===== src/sv/urfm_pkg.sv =====
// urfm_pkg: types and constants for the serial range frame monitor.
// Shared by urfm_parser and uart_range_frame_monitor; no dependencies.
package urfm_pkg;

	localparam int CFG_DATA_W = 16;
	localparam int CFG_IDX_W  = 1;
	localparam int DIST_W     = 16;
	localparam int OUT_DATA_W = 24;

	localparam logic [7:0] START_BYTE = 8'hFF;
	localparam logic [CFG_DATA_W-1:0] MAX_AGE_RESET = 16'd200;

	localparam logic [CFG_IDX_W-1:0] REG_MAX_AGE = 1'b0;
	localparam logic [CFG_IDX_W-1:0] REG_NEAR    = 1'b1;

	localparam logic REQ_BYTE = 1'b0;
	localparam logic REQ_TICK = 1'b1;

	typedef enum logic [3:0] {
		POS_HUNT = 4'b0001,
		POS_HIGH = 4'b0010,
		POS_LOW  = 4'b0100,
		POS_SUM  = 4'b1000
	} pos_t;

	typedef struct packed {
		logic [DIST_W-1:0] range_mm;
		logic              fresh;
		logic              too_close;
		logic              frame_good;
		logic              frame_bad;
	} result_t;

	function automatic logic [OUT_DATA_W-1:0] pack_result(input result_t r);
		pack_result = {4'b0000, r.frame_bad, r.frame_good, r.too_close, r.fresh,
			r.range_mm};
	endfunction

endpackage


===== src/sv/urfm_parser.sv =====
// urfm_parser: frame hunt, checksum, held distance and age counter.
// Produces the result of each accepted transaction from the updated state.
// Depends on urfm_pkg.
module urfm_parser #(
	parameter int AGE_BITS = 16
) (
	input  logic                             clk,
	input  logic                             arst_n,
	input  logic                             accept,
	input  logic                             req_type,
	input  logic [7:0]                       rx_byte,
	input  logic [urfm_pkg::CFG_DATA_W-1:0]  max_age,
	input  logic [urfm_pkg::CFG_DATA_W-1:0]  near_thr,
	output urfm_pkg::result_t                result
);

	localparam int CMP_W = (AGE_BITS > urfm_pkg::CFG_DATA_W) ? AGE_BITS : urfm_pkg::CFG_DATA_W;

	urfm_pkg::pos_t                  pos_q, pos_d;
	logic [7:0]                      hi_q, hi_d, lo_q, lo_d;
	logic [urfm_pkg::DIST_W-1:0]     dist_q, dist_d;
	logic [AGE_BITS-1:0]             age_q, age_d;
	logic                            seen_q, seen_d;
	logic                            good, bad;
	logic [7:0]                      sum;
	logic [CMP_W-1:0]                age_ext, max_ext;
	logic                            fresh;

	assign sum = urfm_pkg::START_BYTE + hi_q + lo_q;

	always_comb begin
		pos_d  = pos_q;
		hi_d   = hi_q;
		lo_d   = lo_q;
		dist_d = dist_q;
		age_d  = age_q;
		seen_d = seen_q;
		good   = 1'b0;
		bad    = 1'b0;
		if (req_type == urfm_pkg::REQ_TICK) begin
			if (age_q != {AGE_BITS{1'b1}}) begin
				age_d = age_q + 1'b1;
			end
		end else begin
			unique case (pos_q)
				urfm_pkg::POS_HUNT: begin
					if (rx_byte == urfm_pkg::START_BYTE) begin
						pos_d = urfm_pkg::POS_HIGH;
					end
				end
				urfm_pkg::POS_HIGH: begin
					hi_d  = rx_byte;
					pos_d = urfm_pkg::POS_LOW;
				end
				urfm_pkg::POS_LOW: begin
					lo_d  = rx_byte;
					pos_d = urfm_pkg::POS_SUM;
				end
				urfm_pkg::POS_SUM: begin
					pos_d = urfm_pkg::POS_HUNT;
					if (sum == rx_byte) begin
						dist_d = {hi_q, lo_q};
						age_d  = '0;
						seen_d = 1'b1;
						good   = 1'b1;
					end else begin
						bad = 1'b1;
					end
				end
				default: begin
					pos_d = urfm_pkg::POS_HUNT;
				end
			endcase
		end
	end

	assign age_ext = CMP_W'(age_d);
	assign max_ext = CMP_W'(max_age);
	assign fresh   = seen_d && (age_ext <= max_ext);

	always_comb begin
		result.range_mm   = dist_d;
		result.fresh      = fresh;
		result.too_close  = fresh && (dist_d <= near_thr);
		result.frame_good = good;
		result.frame_bad  = bad;
	end

	always_ff @(posedge clk or negedge arst_n) begin
		if (!arst_n) begin
			pos_q  <= urfm_pkg::POS_HUNT;
			dist_q <= '0;
			age_q  <= '0;
			seen_q <= 1'b0;
		end else if (accept) begin
			pos_q  <= pos_d;
			dist_q <= dist_d;
			age_q  <= age_d;
			seen_q <= seen_d;
		end
	end

	always_ff @(posedge clk) begin
		if (accept) begin
			hi_q <= hi_d;
			lo_q <= lo_d;
		end
	end

endmodule


===== src/sv/uart_range_frame_monitor.sv =====
// uart_range_frame_monitor: top level with config registers and output buffer.
// Depends on urfm_pkg and urfm_parser.
//
//  channel  | direction | fields
//  ---------+-----------+-------------------------------------------------
//  s_*      | in        | tuser: req_type; tdata: rx_byte
//  m_*      | out       | tdata: range_mm, fresh, too_close, good, bad
//  cfg_*    | in        | index 0 max_age_ticks, 1 near_threshold_mm
//
// One transaction per cycle while s_tready is high; the parser state updates on each
// accepted transaction and its result is registered into the two-entry output buffer,
// which keeps s_tready high while one result waits on a stalled m_tready.
// Reset clears frame position, distance, age, seen flag and buffer valids.
module uart_range_frame_monitor #(
	parameter int AGE_BITS = 16
) (
	input  logic                                clk,
	input  logic                                arst_n,
	input  logic                                s_tvalid,
	output logic                                s_tready,
	input  logic [7:0]                          s_tdata,   // [7:0] rx_byte
	input  logic                                s_tuser,   // [0] req_type
	output logic                                m_tvalid,
	input  logic                                m_tready,
	// [15:0] range_mm, [16] fresh, [17] too_close, [18] frame_good,
	// [19] frame_bad, [23:20] zero
	output logic [urfm_pkg::OUT_DATA_W-1:0]     m_tdata,
	input  logic                                cfg_we,
	input  logic [urfm_pkg::CFG_IDX_W-1:0]      cfg_index,
	input  logic [urfm_pkg::CFG_DATA_W-1:0]     cfg_wdata
);

	logic [urfm_pkg::CFG_DATA_W-1:0]  max_age_q, near_q;
	logic                             accept;
	logic                             out_free;
	urfm_pkg::result_t                result;
	logic [urfm_pkg::OUT_DATA_W-1:0]  new_data;
	logic [urfm_pkg::OUT_DATA_W-1:0]  skid_data_q, out_data_q;
	logic                             skid_valid_q, out_valid_q;

	assign s_tready = !skid_valid_q;
	assign accept   = s_tvalid && s_tready;
	assign out_free = m_tready || !out_valid_q;
	assign new_data = urfm_pkg::pack_result(result);
	assign m_tvalid = out_valid_q;
	assign m_tdata  = out_data_q;

	always_ff @(posedge clk or negedge arst_n) begin
		if (!arst_n) begin
			max_age_q <= urfm_pkg::MAX_AGE_RESET;
			near_q    <= '0;
		end else if (cfg_we) begin
			unique case (cfg_index)
				urfm_pkg::REG_MAX_AGE: max_age_q <= cfg_wdata;
				urfm_pkg::REG_NEAR:    near_q    <= cfg_wdata;
				default: ;
			endcase
		end
	end

	urfm_parser #(
		.AGE_BITS (AGE_BITS)
	) u_parser (
		.clk      (clk),
		.arst_n   (arst_n),
		.accept   (accept),
		.req_type (s_tuser),
		.rx_byte  (s_tdata),
		.max_age  (max_age_q),
		.near_thr (near_q),
		.result   (result)
	);

	always_ff @(posedge clk or negedge arst_n) begin
		if (!arst_n) begin
			out_valid_q  <= 1'b0;
			skid_valid_q <= 1'b0;
		end else if (out_free) begin
			if (skid_valid_q) begin
				out_valid_q  <= 1'b1;
				skid_valid_q <= 1'b0;
			end else begin
				out_valid_q <= accept;
			end
		end else if (accept) begin
			skid_valid_q <= 1'b1;
		end
	end

	always_ff @(posedge clk) begin
		if (out_free) begin
			if (skid_valid_q) begin
				out_data_q <= skid_data_q;
			end else if (accept) begin
				out_data_q <= new_data;
			end
		end else if (accept) begin
			skid_data_q <= new_data;
		end
	end

endmodule


===== config.mk =====
export PLATFORM = sky130hd
export DESIGN_NAME = uart_range_frame_monitor
export DESIGN_NICKNAME = d
export VERILOG_FILES = /design/src/sv/urfm_pkg.sv /design/src/sv/urfm_parser.sv /design/src/sv/uart_range_frame_monitor.sv
export SDC_FILE = /design/constraint.sdc
export NUM_CORES = 1
export LEC_CHECK = 0
export BUFFER_PORTS_ARGS = -buffer_cell sky130_fd_sc_hd__buf_2
export CAP_MARGIN = 20
export CORE_UTILIZATION = 54
export DETAILED_ROUTE_END_ITERATION = 8
export MAX_ROUTING_LAYER = met4
export PLACE_DENSITY = 0.83
export REMOVE_ABC_BUFFERS = 1
export SLEW_MARGIN = 20
export SYNTH_ARGS = -nofsm -noshare
export SYNTH_HDL_FRONTEND = slang
export SYNTH_SLANG_ARGS = --single-unit

===== constraint.sdc =====
create_clock -name clk -period 4.05 [get_ports clk]
set_input_delay 0.405 -clock clk [delete_from_list [all_inputs] [get_ports clk]]
set_output_delay 0.405 -clock clk [all_outputs]
set_load 0.01 [all_outputs]

Yosys cells after proc, flatten, opt, wreduce, memory -nomap -nowiden
Index checks and enable logic that the tools add are counted.

Bits in registers: 127. Output and inout port bits: 26. Input bits: 31.

Add/subtract/negate cells: 3. Order comparisons: 2. Muxes and demuxes: 23. Bitwise gates (word level): 3. Eq/ne operators: 8. Reduce and logical (&&, ||, !) cells: 15.

Operators by type and width (count): two-way mux 16 bit (7); two-way mux 20 bit (2); less-or-equal comparator 16 bit (2); adder 16 x 1 -> 16 bit (second input constant) (1); != test 16 bit (second input constant) (1); two-way mux 1 bit (12); case mux 4 bit (3 select lines) (1); AND reduction 3 bit (3); adder 8 bit (1); adder 8 bit (first input constant) (1); == test 8 bit (1); == test 8 bit (second input constant) (1); AND reduction 2 bit (4); == test 4 x 1 -> 1 bit (second input constant) (1); == test 4 x 2 -> 1 bit (second input constant) (1); == test 4 x 3 -> 1 bit (second input constant) (1); == test 4 bit (second input constant) (1); two-way mux 4 bit (1); nonzero test 2 bit (2); logical AND 1 bit (3); inverter 1 bit (3); zero test 1 bit (2); != test 2 x 1 -> 1 bit (second input constant) (1); logical OR 1 bit (1).

Logic depth before layout (Yosys ltp)
Gate-level depths: netlist of the first run.

Word-level depth: 11. Gate-level depth with buffers: 20.

By module
From an unflattened synthesis of the first run, not the netlist that was laid out.

Cell total of the unflattened synthesis: 600. Area total of the unflattened synthesis: 7084.3 sq um.

By module, submodules not included: urfm_parser (area an instance 4265.3 sq um, sequential area each 1407.6 sq um, cells an instance 453, times used 1); uart_range_frame_monitor (area an instance 2819.0 sq um, sequential area each 2055.7 sq um, cells an instance 147, times used 1).

Worst setup path before layout of the first run
Ideal clock, no wire load.

Path kind: register -> register. From: reg u_parser.lo_q[1]. To: reg out_data_q (netlist bit m_tdata[17]) (data pin). Setup slack: -0.251 ns. Buffers on the path: 1. Stages on the path, launching flop included: 20. Period minus slack after synthesis: 4.301 ns. Arrival: 4.044 ns. Cells stage by stage: edfxtp_1 -> inv_1 -> ha_1 -> inv_1 -> ha_1 -> fa_1 -> xnor2_1 -> nand3_1 -> nor4_2 -> nand4_2 -> clkbuf_1 -> o21ai_0 -> o21ai_0 -> ha_1 -> nand2_1 -> or4_1 -> a21oi_1 -> a211o_1 -> o22ai_1 -> a32o_1.

RTL lines: start: declaration (RTL line urfm_parser.sv:20) `logic [7:0] hi_q, hi_d, lo_q, lo_d;`; start signal: assignment (RTL line urfm_parser.sv:106) `lo_q <= lo_d;`; end signal: assignment (RTL line uart_range_frame_monitor.sv:93) `out_data_q <= skid_data_q;`; end signal: assignment (RTL line uart_range_frame_monitor.sv:95) `out_data_q <= new_data;`; end: declaration (RTL line uart_range_frame_monitor.sv:38) `logic [urfm_pkg::OUT_DATA_W-1:0] skid_data_q, out_data_q;`.

==> results of run 1 <==
registers in the layout (all words and copies together), names as in the netlist:
name and cells:
m_tdata 20, m_tvalid 1, max_age_q 16, near_q 16
skid_data_q 20, skid_valid_q 1, u_parser.age_q 16, u_parser.dist_q 16
u_parser.hi_q 8, u_parser.lo_q 8, u_parser.pos_q 4, u_parser.seen_q 1
per-stage QoR:
step	std cells	utilization (%)	area (µm²)
6_report	989	74.0	9030
5_1_grt	989	74.0	9030
4_1_cts	982	73.2	8940
3_5_place_dp	929	65.0	7940
3_3_place_gp	929	65.0	7940
2_1_floorplan	616	-	6760
kinds of logic after synthesis:
| kind of cell | count (synthesis) | share of synthesized area (%) |
|---|---|---|
| AND/OR/NAND/NOR | 135 | 10.3 |
| other | 1 | 0.0544 |
| buffers and inverters | 97 | 5.63 |
| adder cells (fa/ha/maj) | 47 | 8.64 |
| multiplexers | 39 | 6.30 |
| XOR/XNOR | 15 | 1.91 |
| flip-flops | 127 | 50.2 |
| AO/OA/AOI/OAI | 185 | 16.9 |
worst paths after layout:
path	from	endpoint	slack (ns)	depth (start not counted)
min in group clk	s_tdata[1]	u_parser.hi_q[1]	0.21	1
max in group asynchronous	arst_n	max_age_q[3]	2.86	2
worst max register to register	u_parser.hi_q[1]	m_tdata[17]	-0.82	20
worst min-delay path	arst_n	u_parser.dist_q[11]	0.10	1
worst max-delay path	u_parser.hi_q[1]	m_tdata[17]	-0.82	20
worst min register to register	u_parser.dist_q[14]	u_parser.dist_q[14]	0.50	1
routing by layer:
| layer | track usage [%] | routed length (µm) | vias to the layer above |
|---|---|---|---|
| met5 | - | 0 | - |
| met4 | 26.9 | 1620 | 0 |
| met3 | 8.43 | 2360 | 158 |
| met2 | 57.0 | 10700 | 550 |
| met1 | 40.8 | 8430 | 3014 |
| li1 | - | - | 2703 |
cell type report:
class	count	area, µm²	area share, %
clock buffers	23	499	5.53
clock inverters	9	103	1.14
inverters	64	243	2.69
multi-input cells	425	3260	36.1
flip-flops and latches	127	3460	38.3
well taps	168	210	2.33
repair buffers	173	1250	13.9
report_power, final:
| group | internal (mW) | switching [mW] | leakage [nW] | total, mW |
|---|---|---|---|---|
| logic | 0.276 | 0.370 | 2.37 | 0.646 |
| clock network | 0.989 | 0.589 | 0.297 | 1.58 |
| registers | 1.46 | 0.0840 | 1.42 | 1.54 |
timing repair:
action,CTS,global route
endpoints found under the setup margin,4,20
setup buffers,18,7
resized for setup,73,11
pin swaps,25,3
cloned,3,0
hold buffers,0,0
cell usage in the layout, fill, tap and decap left out, types with 3 or more instances in the layout:
cell type / Yosys / routed
mux2i_1: 4 / 3
o2111ai_1: 4 / 4
clkbuf_8: 0 / 3
or3_1: 4 / 4
inv_1: 63 / 59
nor2b_1: 4 / 3
xor2_1: 4 / 4
dfrtp_1: 67 / 67
nand3_1: 14 / 12
nand4_1: 10 / 10
inv_4: 0 / 3
inv_2: 1 / 4
edfxtp_1: 56 / 56
nor2_1: 19 / 18
nand2_1: 41 / 41
conb_1: 1 / 4
buf_4: 4 / 115
o21ai_0: 74 / 42
and3_1: 4 / 4
a21oi_1: 35 / 31
o21ai_2: 0 / 13
and2_1: 7 / 7
buf_2: 1 / 52
a31oi_1: 8 / 8
a21oi_2: 0 / 4
ha_1: 46 / 44
dfstp_2: 4 / 4
nor3_1: 13 / 12
o211ai_1: 9 / 9
o21ai_1: 1 / 18
and4_1: 5 / 4
a2bb2oi_1: 16 / 16
a41oi_1: 16 / 16
clkbuf_16: 0 / 18
mux2_1: 10 / 10
nand2b_1: 4 / 4
xnor2_1: 11 / 9
mux2_2: 25 / 25
worst max-delay path: stages (launching register included):
cell      delay, ns
edfxtp_1       0.38
inv_2          0.07
ha_4           0.28
inv_4          0.04
ha_4           0.16
fa_2           0.56
xnor2_2        0.14
nand3_2        0.14
nor4_4         0.20
buf_4          0.16
and4_4         0.25
nand3_1        0.10
buf_4          0.20
o21ai_1        0.26
ha_1           0.21
nand4_1        0.27
or4_4          0.59
a21oi_2        0.14
a211o_1        0.13
o22ai_2        0.08
a32o_1         0.27
==> metrics.md, run 1 <==
| Metric | Value |
|---|---|
| Status | finished, violations left |
| Failing checks | negative setup slack |
| Share of cells above drive strength 1 | roughly a third |
| Kind of critical path | register to register |
| RSZ-0062 raised after global routing | yes |
| Clock Pin Slew Worst Setup and Hold Paths | ~0.07 ns |
| Routability cong. | a little over 0.9 |
| First-pass GRT wire length | 34100 µm |
| Setup TNS | -2.82 ns |
| Seq/Total Area, Yosys | approximately half |
| Post-DP HPWL | 13300 µm |
| Finish-stage setup viols | 4 |
| Ys flop type | dfrtp_1 |
| Final hold violation count | 0 |
| Antenna violations before repair | 0 |
| Cell area after synthesis | 6890 µm² |
| Worst skew pair latency | ~0.44 ns |
| Pwr/cell area | 417 nW/µm² |
| Max Fclk | 205 MHz |
| FP Rows | 40 |
| I/O pins | 57 |
| Port bufs | 52 |
| Crit. End Element | register |
| Hold Crit Class | input port to async pin |
| Pre-CTS setup slack | -0.654 ns |
| Fillers | around 750 |
| Post-synth EDFFs | between 50 and 60 |
| Root Buffer | clkbuf_16 |
| Vias in the first global route | around 6500 |
| Area Growth Syn to Fin | 31.1% |
| CP max FO | 7 |
| Startpoint types | register |
| Post-synth cell types | 62 |
| Die area | 13200 µm² |
| Worst Slack Setup Final | -0.823 ns |
| Num CTS Buffers | 17 |
| Initial core utilization | 56.4% |
| Min Tclk post-route | 4.87 ns |
| Leak Pwr | a little over 4 nW |
| CTS tree | built |
| CTS sink cnt | ~130 |
| Final Skew | 0.0186 ns |
| Top-area cell type share of the netlist area | 24.4% |
| Slew @ Worst Pin | 1.10 ns |
| Synth top area cells | edfxtp_1, dfrtp_1, ha_1 |
| Tcrit/Tclk final | 120% |
| Commonest cells post-synth | o21ai_0, dfrtp_1, inv_1 |
| Largest net degree at the start of global routing | 39 |
| Routed WL per cell | roughly 23 µm |
| Worst slew margin | 26.3% |
| Htree depth | 4 |
| First-iteration detailed-routing DRC count | 972 |
| Worst EP arrival | 5.07 ns |
| Total power | ~3.8 mW |
| GRT Total Usage | between 30 and 40% |
| GR Overflow Total | 0 |
| Ys async rst share | ~56% |
| DR DRC count | 0 |
| Final hold slack | 0.100 ns |
| Synthesized area per cell | 10.7 µm² |
| Die extent in y | 115 µm |
| Vias post-DR | 6425 |
| Post-Route WL | between 20000 and 25000 µm |
| Chip width | 115 µm |
| Longest Clk Path Bufs | 2 |
| Max Cap Viol | 0 |
| Count leader, synth | o21ai_0 |
| Remaining antenna violation count | 0 |
| Ys Warns | 0 |
| Nets | between 800 and 900 |
| First-pass DRT Iterations | 5 |
| Required @ worst endpoint | 4.24 ns |
| Core area | around 12000 µm² |
| Max-slew violations | 0 |
| FF+latch count, synth | 127 |
| ANT cells | 0 |
| Post-synth top area cell | edfxtp_1 |
| Mapped Cells | roughly 650 |
| Max rail drop VDD | 0.276 mV |
| Vias/cell | 6.50 |
Note: power is estimated with default switching activity, not from simulation.
==> run 2, diff against run 1 <==
--- a/config.mk
+++ b/config.mk
@@ -7,10 +7,10 @@
 export LEC_CHECK = 0
 export BUFFER_PORTS_ARGS = -buffer_cell sky130_fd_sc_hd__buf_2
 export CAP_MARGIN = 20
-export CORE_UTILIZATION = 54
+export CORE_UTILIZATION = 55
 export DETAILED_ROUTE_END_ITERATION = 8
 export MAX_ROUTING_LAYER = met4
-export PLACE_DENSITY = 0.83
+export PLACE_DENSITY = 0.81
 export REMOVE_ABC_BUFFERS = 1
 export SLEW_MARGIN = 20
 export SYNTH_ARGS = -nofsm -noshare
==> constraint.sdc (replaced) <==
create_clock -name clk -period 5.1 [get_ports clk]
set_input_delay 0.51 -clock clk [delete_from_list [all_inputs] [get_ports clk]]
set_output_delay 0.51 -clock clk [all_outputs]
set_load 0.01 [all_outputs]
==> metrics.md, run 2 (same netlist as run 1, synthesis figures left out) <==
| Metric | Value |
|---|---|
| Status | finished, final reports clean |
| Kind of critical path | register to register |
| Pre-CTS setup slack | 0.249 ns (+0.903 ns) |
| Worst slew margin | 26.7% (+0.44 points) |
| Max Fclk | 206 MHz (+0.59%) |
| R2r endpoint | m_tdata[17] |
| GR Overflow Total | 0 (unchanged) |
| Htree depth | 4 (unchanged) |
| Leak Pwr | 3.55 nW (-13%) |
| Pwr/cell area | 378 nW/µm² (-9.3%) |
| Remaining antenna violation count | 0 (unchanged) |
| Postcts setup bufs | 0 (-18) |
| Chip width | 114 µm (-0.90%) |
| Setup crit start | u_parser.lo_q[1] |
| Final Skew | 0.0130 ns (-0.00553 ns) |
| Worst EP arrival | 5.04 ns (-0.03 ns) |
| Slew @ Worst Pin | 1.10 ns (-0.00478 ns) |
| FF-to-FF path depth | 19 (-5.0%) |
| RSZ-0062 raised after global routing | no |
| Area Growth Syn to Fin | 16.9% |
| Post-DP HPWL | 12200 µm (-8.6%) |
| Max Cap Viol | 0 (unchanged) |
| Gate power share | 13.4% (-3.7 points) |
| Min Tclk post-route | 4.84 ns (-0.0285 ns) |
| Clock Pin Slew Worst Setup and Hold Paths | 0.06 ns (about the same) |
| Most common cell after layout, fill and taps aside | o21ai_0 |
| Nets | 780 (-12%) |
| Max rail drop VDD | 0.303 mV (+9.7%) |
| Seq pwr share | 40.0% (-0.9 points) |
| Die area | 13000 µm² (-1.8%) |
| Port bufs | 52 (unchanged) |
| Root Buffer | clkbuf_16 |
| GRT Total Usage | 29.8% (-6.6 points) |
| Routability cong. | 0.929 (-0.61%) |
| Max-slew violations | 0 (unchanged) |
| Largest net degree at the start of global routing | 72 (+85%) |
| Startpoint types | register |
| Antenna violations before repair | 0 (unchanged) |
| Vias in the first global route | 5421 (-16%) |
| DR DRC count | 0 (unchanged) |
| Hold_buf cts | 0 (unchanged) |
| Worst Slack Setup Final | 0.256 ns (+1.08 ns) |
| Fillers | 948 (+26%) |
| CTS sink cnt | 127 (unchanged) |
| Share of cells above drive strength 1 | 19.3% (-15 points) |
| Crit. End Element | register |
| Post-Route WL | 17600 µm (-24%) |
| Num CTS Buffers | 17 (unchanged) |
| First-pass GRT wire length | 27800 µm (-18%) |
| CTS tree | built |
| Vias/cell | 6.18 (-4.9%) |
| NetSw | 766 µW (-26%) |
| Internal reg-to-reg setup slack | 0.26 ns (+1.08 ns) |
| Clk pwr share | 46.6% (+4.7 points) |
| Longest Clk Path Bufs | 2 (unchanged) |
| Fin area | 8060 µm² (-11%) |
| Hold Crit Class | input port to async pin |
| Post-CTS resize count | 0 (-100%) |
| Core area | 12100 µm² (-0.82%) |
| Internal power | 2.28 mW (-16%) |
| I/O pins | 57 (unchanged) |
| ANT cells | 0 (unchanged) |
| Worst skew pair latency | 0.44 ns (about the same) |
| Setup TNS | 0 ns (+2.82 ns) |
| Final hold violation count | 0 (unchanged) |
| Worst reg2reg startpoint | u_parser.lo_q[1] |
| Vias post-DR | 5453 (-15%) |
| Die extent in y | 114 µm (-0.90%) |
| Placed cell area | 7340 µm² (-7.6%) |
| Switching share of power | 25.2% (-2.5 points) |
| First-pass DRT Iterations | 5 (unchanged) |
| Highest-count cells in the layout ignoring fill and taps | o21ai_0, dfrtp_1, inv_1 |
| First-iteration detailed-routing DRC count | 538 (-45%) |
| CP max FO | 14 (+7) |
| Required @ worst endpoint | 5.29 ns (+1.05 ns) |
| Initial core utilization | 56.9% (+0.47 points) |
| FP Rows | 40 (unchanged) |
| Tcrit/Tclk final | 95.0% (-25 points) |
| Finish-stage setup viols | 0 (-4) |
| Routed WL per cell | 20.0 µm (-14%) |
[run 2: cell count changes in the layout (fill, tap and decap cells not counted), sizes merged]
cell / change
bufinv: +3
buf: -105
clkinv: -1
clkbuf: -2
bufbuf: -1
[run 2: metal layers]
metal	up-vias	wire length [µm]	track usage (%)	share of wire [%]
met5	-	0	-	0
met1	2664	7250	35.1	41
met4	0	626	14.4	3.5
met2	240	8610	47.9	49
li1	2490	-	-	-
met3	59	1160	7.44	6.6
[run 2: critical path, stage by stage (launching register included)]
cell and delay [ns]:
edfxtp_1 0.38, inv_1 0.07, ha_1 0.28, inv_1 0.04, ha_1 0.23, fa_1 0.41
xnor2_1 0.21, xnor2_1 0.10, nor4_2 0.36, and4_1 0.27, nand3_1 0.22, buf_4 0.28
o21ai_0 0.32, ha_1 0.21, nand2_1 0.05, or4_1 0.55, a21oi_1 0.14, a211o_1 0.11
o22ai_1 0.10, a32o_1 0.26
[run 2: worst max-delay path by stage]
stage                  end  slack (ns)
3_3_place_gp   m_tdata[17]        0.37
2_1_floorplan  m_tdata[17]        0.46
3_5_place_dp   m_tdata[17]        0.25
5_1_grt        m_tdata[17]        0.01
4_1_cts        m_tdata[17]        0.14
6_report       m_tdata[17]        0.26
[run 2: cell type report]
class	count	area, µm²	area share (%)
clock buffer	21	503	6.24
clock inverter	11	195	2.42
inverter	64	240	2.98
multi-input combinational	425	3070	38.1
sequential	127	3460	43.0
tap	168	210	2.61
timing repair buffer	67	377	4.68
[run 2: power groups by stage]
stage,registers (mW),clock network [mW],logic (mW)
floorplan,1.23,0,0.256
global placement,1.23,0,0.384
detailed placement,1.24,0,0.398
CTS,1.22,1.43,0.402
global route,1.23,1.47,0.450
finish,1.22,1.42,0.407
[run 2: per-stage QoR]
stage	power [mW]	instances	utilization, %	hold slack [ns]
finish	3.05	883	66.5	0.287
global route	3.15	883	66.5	0.315
CTS	3.05	883	66.4	0.282
detailed placement	1.63	851	60.6	0.472
global placement	1.62	851	60.6	0.463
floorplan	1.49	616	-	0.214
==> run 3, diff against run 2 <==
--- a/config.mk
+++ b/config.mk
@@ -5,6 +5,7 @@
 export SDC_FILE = /design/constraint.sdc
 export NUM_CORES = 1
 export LEC_CHECK = 0
+export ABC_AREA = 1
 export BUFFER_PORTS_ARGS = -buffer_cell sky130_fd_sc_hd__buf_2
 export CAP_MARGIN = 20
 export CORE_UTILIZATION = 55
@@ -12,6 +13,7 @@
 export MAX_ROUTING_LAYER = met4
 export PLACE_DENSITY = 0.81
 export REMOVE_ABC_BUFFERS = 1
+export SETUP_SLACK_MARGIN = 0.2
 export SLEW_MARGIN = 20
 export SYNTH_ARGS = -nofsm -noshare
 export SYNTH_HDL_FRONTEND = slang
==> metrics.md, run 3 <==
| Metric | Value |
|---|---|
| Status | finished, final reports clean |
| Port bufs | 52 (unchanged) |
| Internal reg-to-reg setup slack | 0.64 ns (+0.39 ns) |
| Remaining antenna violation count | 0 (unchanged) |
| Ys Warns | 0 (unchanged) |
| Leak Pwr | 4.08 nW (+15%) |
| FF-to-FF path depth | 26 (+7) |
| Worst EP arrival | 4.59 ns (-0.45 ns) |
| Postcts setup bufs | 0 (unchanged) |
| CP peak stage delay | 0.40 ns (-0.15 ns) |
| Max Fclk | 224 MHz (+8.7%) |
| Dpl cells | 1070 (+26%) |
| Final hold violation count | 0 (unchanged) |
| Initial core utilization | 56.2% (-0.70 points) |
| Routability cong. | 0.897 (-3.5%) |
| Required @ worst endpoint | 5.23 ns (-0.06 ns) |
| Register Area | 3460 µm² (unchanged) |
| Worst skew pair latency | 0.42 ns (-0.02 ns) |
| Synth top area cells | edfxtp_1, dfrtp_1, nand2_1 |
| Root Buffer | clkbuf_16 |
| Routed WL per cell | 13.7 µm (-31%) |
| CP max FO | 29 (+15) |
| Commonest cells post-synth | nand2_1, inv_1, dfrtp_1 |
| RSZ-0062 raised after global routing | no |
| Post-Route WL | 15100 µm (-14%) |
| Longest Clk Path Bufs | 2 (unchanged) |
| Fillers | 998 (+5.3%) |
| Final Skew | 0.00912 ns (-0.00392 ns) |
| Final cell count without fillers | 1102 (+25%) |
| Worst reg2reg startpoint | u_parser.hi_q[1] |
| FP Rows | 41 (+2.5%) |
| Hold_buf cts | 0 (unchanged) |
| Seq/Total Area, Yosys | 49.0% (-1.2 points) |
| Vias post-DR | 5700 (+4.5%) |
| Setup TNS | 0 ns (unchanged) |
| Worst slew margin | 31.5% (+4.8 points) |
| Crit. End Element | register |
| Cell area after synthesis | 7060 µm² (+2.5%) |
| Most common cell after layout, fill and taps aside | nand2_1 |
| Vias in the first global route | 5383 (-0.70%) |
| Vias/cell | 5.17 (-16%) |
| GRT Total Usage | 25.7% (-4.1 points) |
| Ys flop type | dfrtp_1 |
| Core area | 12600 µm² (+3.8%) |
| First-iteration detailed-routing DRC count | 553 (+2.8%) |
| R2r endpoint | m_tdata[16] |
| Max rail drop VDD | 0.231 mV (-24%) |
| Post-synth EDFFs | 56 (unchanged) |
| Hold Crit Class | input port to async pin |
| FF+latch count, synth | 127 (unchanged) |
| Post-synth cell types | 37 (-40%) |
| Post-DP HPWL | 10600 µm (-13%) |
| Top-area cell type share of the netlist area | 23.8% (-0.59 points) |
| Most Frequent Cell on Critical Path | nand2_1 |
| Largest net degree at the start of global routing | 72 (unchanged) |
| Pwr/cell area | 363 nW/µm² (-4.1%) |
| ANT cells | 0 (unchanged) |
| Htree depth | 4 (unchanged) |
| Clock Pin Slew Worst Setup and Hold Paths | 0.06 ns (about the same) |
| Num CTS Buffers | 17 (unchanged) |
| Kind of critical path | register to register |
| Share of cells above drive strength 1 | 11.7% (-7.6 points) |
| Die area | 13300 µm² (+2.4%) |
| Synthesized area per cell | 8.18 µm² (-23%) |
| First-pass GRT wire length | 25100 µm (-9.9%) |
| DR DRC count | 0 (unchanged) |
| Post-CTS resize count | 0 (unchanged) |
| Count leader, synth | nand2_1 |
| Antenna violations before repair | 0 (unchanged) |
| Max Cap Viol | 0 (unchanged) |
| Worst setup path end | m_tdata[16] |
| GR Overflow Total | 0 (unchanged) |
| Die extent in y | 115 µm (+1.2%) |
| I/O pins | 57 (unchanged) |
| Post-synth top area cell | edfxtp_1 |
| First-pass DRT Iterations | 5 (unchanged) |
| Startpoint types | register |
| Finish-stage setup viols | 0 (unchanged) |
| Area Growth Syn to Fin | 14.2% |
| Tcrit/Tclk final | 87.4% (-7.6 points) |
| Slew @ Worst Pin | 1.02 ns (-0.0730 ns) |
| Min Tclk post-route | 4.46 ns (-0.388 ns) |
| Setup crit start | u_parser.hi_q[1] |
| Mapped Cells | 864 (+34%) |
| Ys async rst share | 55.9% (unchanged) |
| Worst path slowest cell | buf_4 |
| Chip width | 115 µm (+1.2%) |
| Max-slew violations | 0 (unchanged) |
| Nets | 995 (+28%) |
| Multi-input gate area | 2870 µm² (-6.3%) |
| CTS tree | built |
| Highest-count cells in the layout ignoring fill and taps | nand2_1, inv_1, dfrtp_1 |
| CTS sink cnt | 127 (unchanged) |
-- run 3: changes by cell type after synthesis, sizes merged, moves of 11 or more --
cell / change
inv: +93
a41oi: -16
a21oi: -16
nand3: +33
a2bb2oi: -16
nor2: +20
nand2: +233
clkbuf: -11
mux2: -35
-- run 3: how the worst min path moves through the flow --
| stage | startpoint | cells past startpoint | end | slack (ns) |
|---|---|---|---|---|
| after floorplan | arst_n | 0 | m_tvalid | 0.21 |
| final | arst_n | 2 | skid_valid_q | 0.30 |
| after global routing | s_tdata[5] | 1 | u_parser.hi_q[5] | 0.31 |
| after CTS | s_tdata[6] | 1 | u_parser.hi_q[6] | 0.32 |
| after global placement | u_parser.seen_q | 2 | u_parser.seen_q | 0.44 |
| after detailed placement | u_parser.seen_q | 2 | u_parser.seen_q | 0.45 |
-- run 3: final cells by class --
type,count,share of cell area [%]
sequential,127,42.9
multi-input combinational,555,35.6
inverter,158,7.35
clock buffer,21,6.23
timing repair buffer,58,3.78
tap,172,2.67
clock inverter,11,1.46
-- run 3: per-layer routing --
metal  wire length, µm  part of all wire, %  track usage (%)  vias to the layer above
met1              6660                   44             31.8                     2624
li1                  -                    -                -                     2845
met5                 0                    0                -                        -
met4               404                  2.7             11.6                        0
met3               817                  5.4             4.96                       32
met2              7260                   48             40.9                      199
-- run 3: kinds of logic after synthesis --
logic type / after synthesis / share of synthesized area [%]
xor+xnor: 7 / 0.868
simple gates: 393 / 23.1
other cells: 1 / 0.0531
flops: 127 / 49.0
compound gates: 104 / 8.01
buf+inv: 185 / 10.5
fa+ha+maj: 47 / 8.43
-- run 3: critical path, delay by kind of cell (launching register included) --
| kind | cells | cell delay (ns) |
|---|---|---|
| flip-flops | 1 | 0.38 |
| buffers and inverters | 5 | 0.62 |
| AND/OR/NAND/NOR | 16 | 1.92 |
| adder cells (fa/ha/maj) | 4 | 1.17 |
| AO/OA/AOI/OAI | 1 | 0.08 |
-- run 3: metrics by stage --
stage / utilization [%] / hold slack (ns) / setup WS, ns / instance area [µm²] / power [mW]
global placement: 59.3 / 0.444 / 0.845 / 7450 / 1.67
floorplan: - / 0.214 / 1.19 / 6930 / 1.55
global route: 64.2 / 0.315 / 0.244 / 8070 / 3.06
detailed placement: 59.3 / 0.453 / 0.749 / 7450 / 1.69
finish: 64.2 / 0.304 / 0.644 / 8070 / 2.93
CTS: 64.2 / 0.319 / 0.662 / 8070 / 2.93
-- run 3: where the power goes --
part	internal, mW	switching [mW]	leakage [nW]	total [mW]
Sequential	1.17	0.0719	1.33	1.24
Combinational	0.162	0.284	2.45	0.445
Clock	0.766	0.473	0.299	1.24
Total	2.10	0.828	4.08	2.93
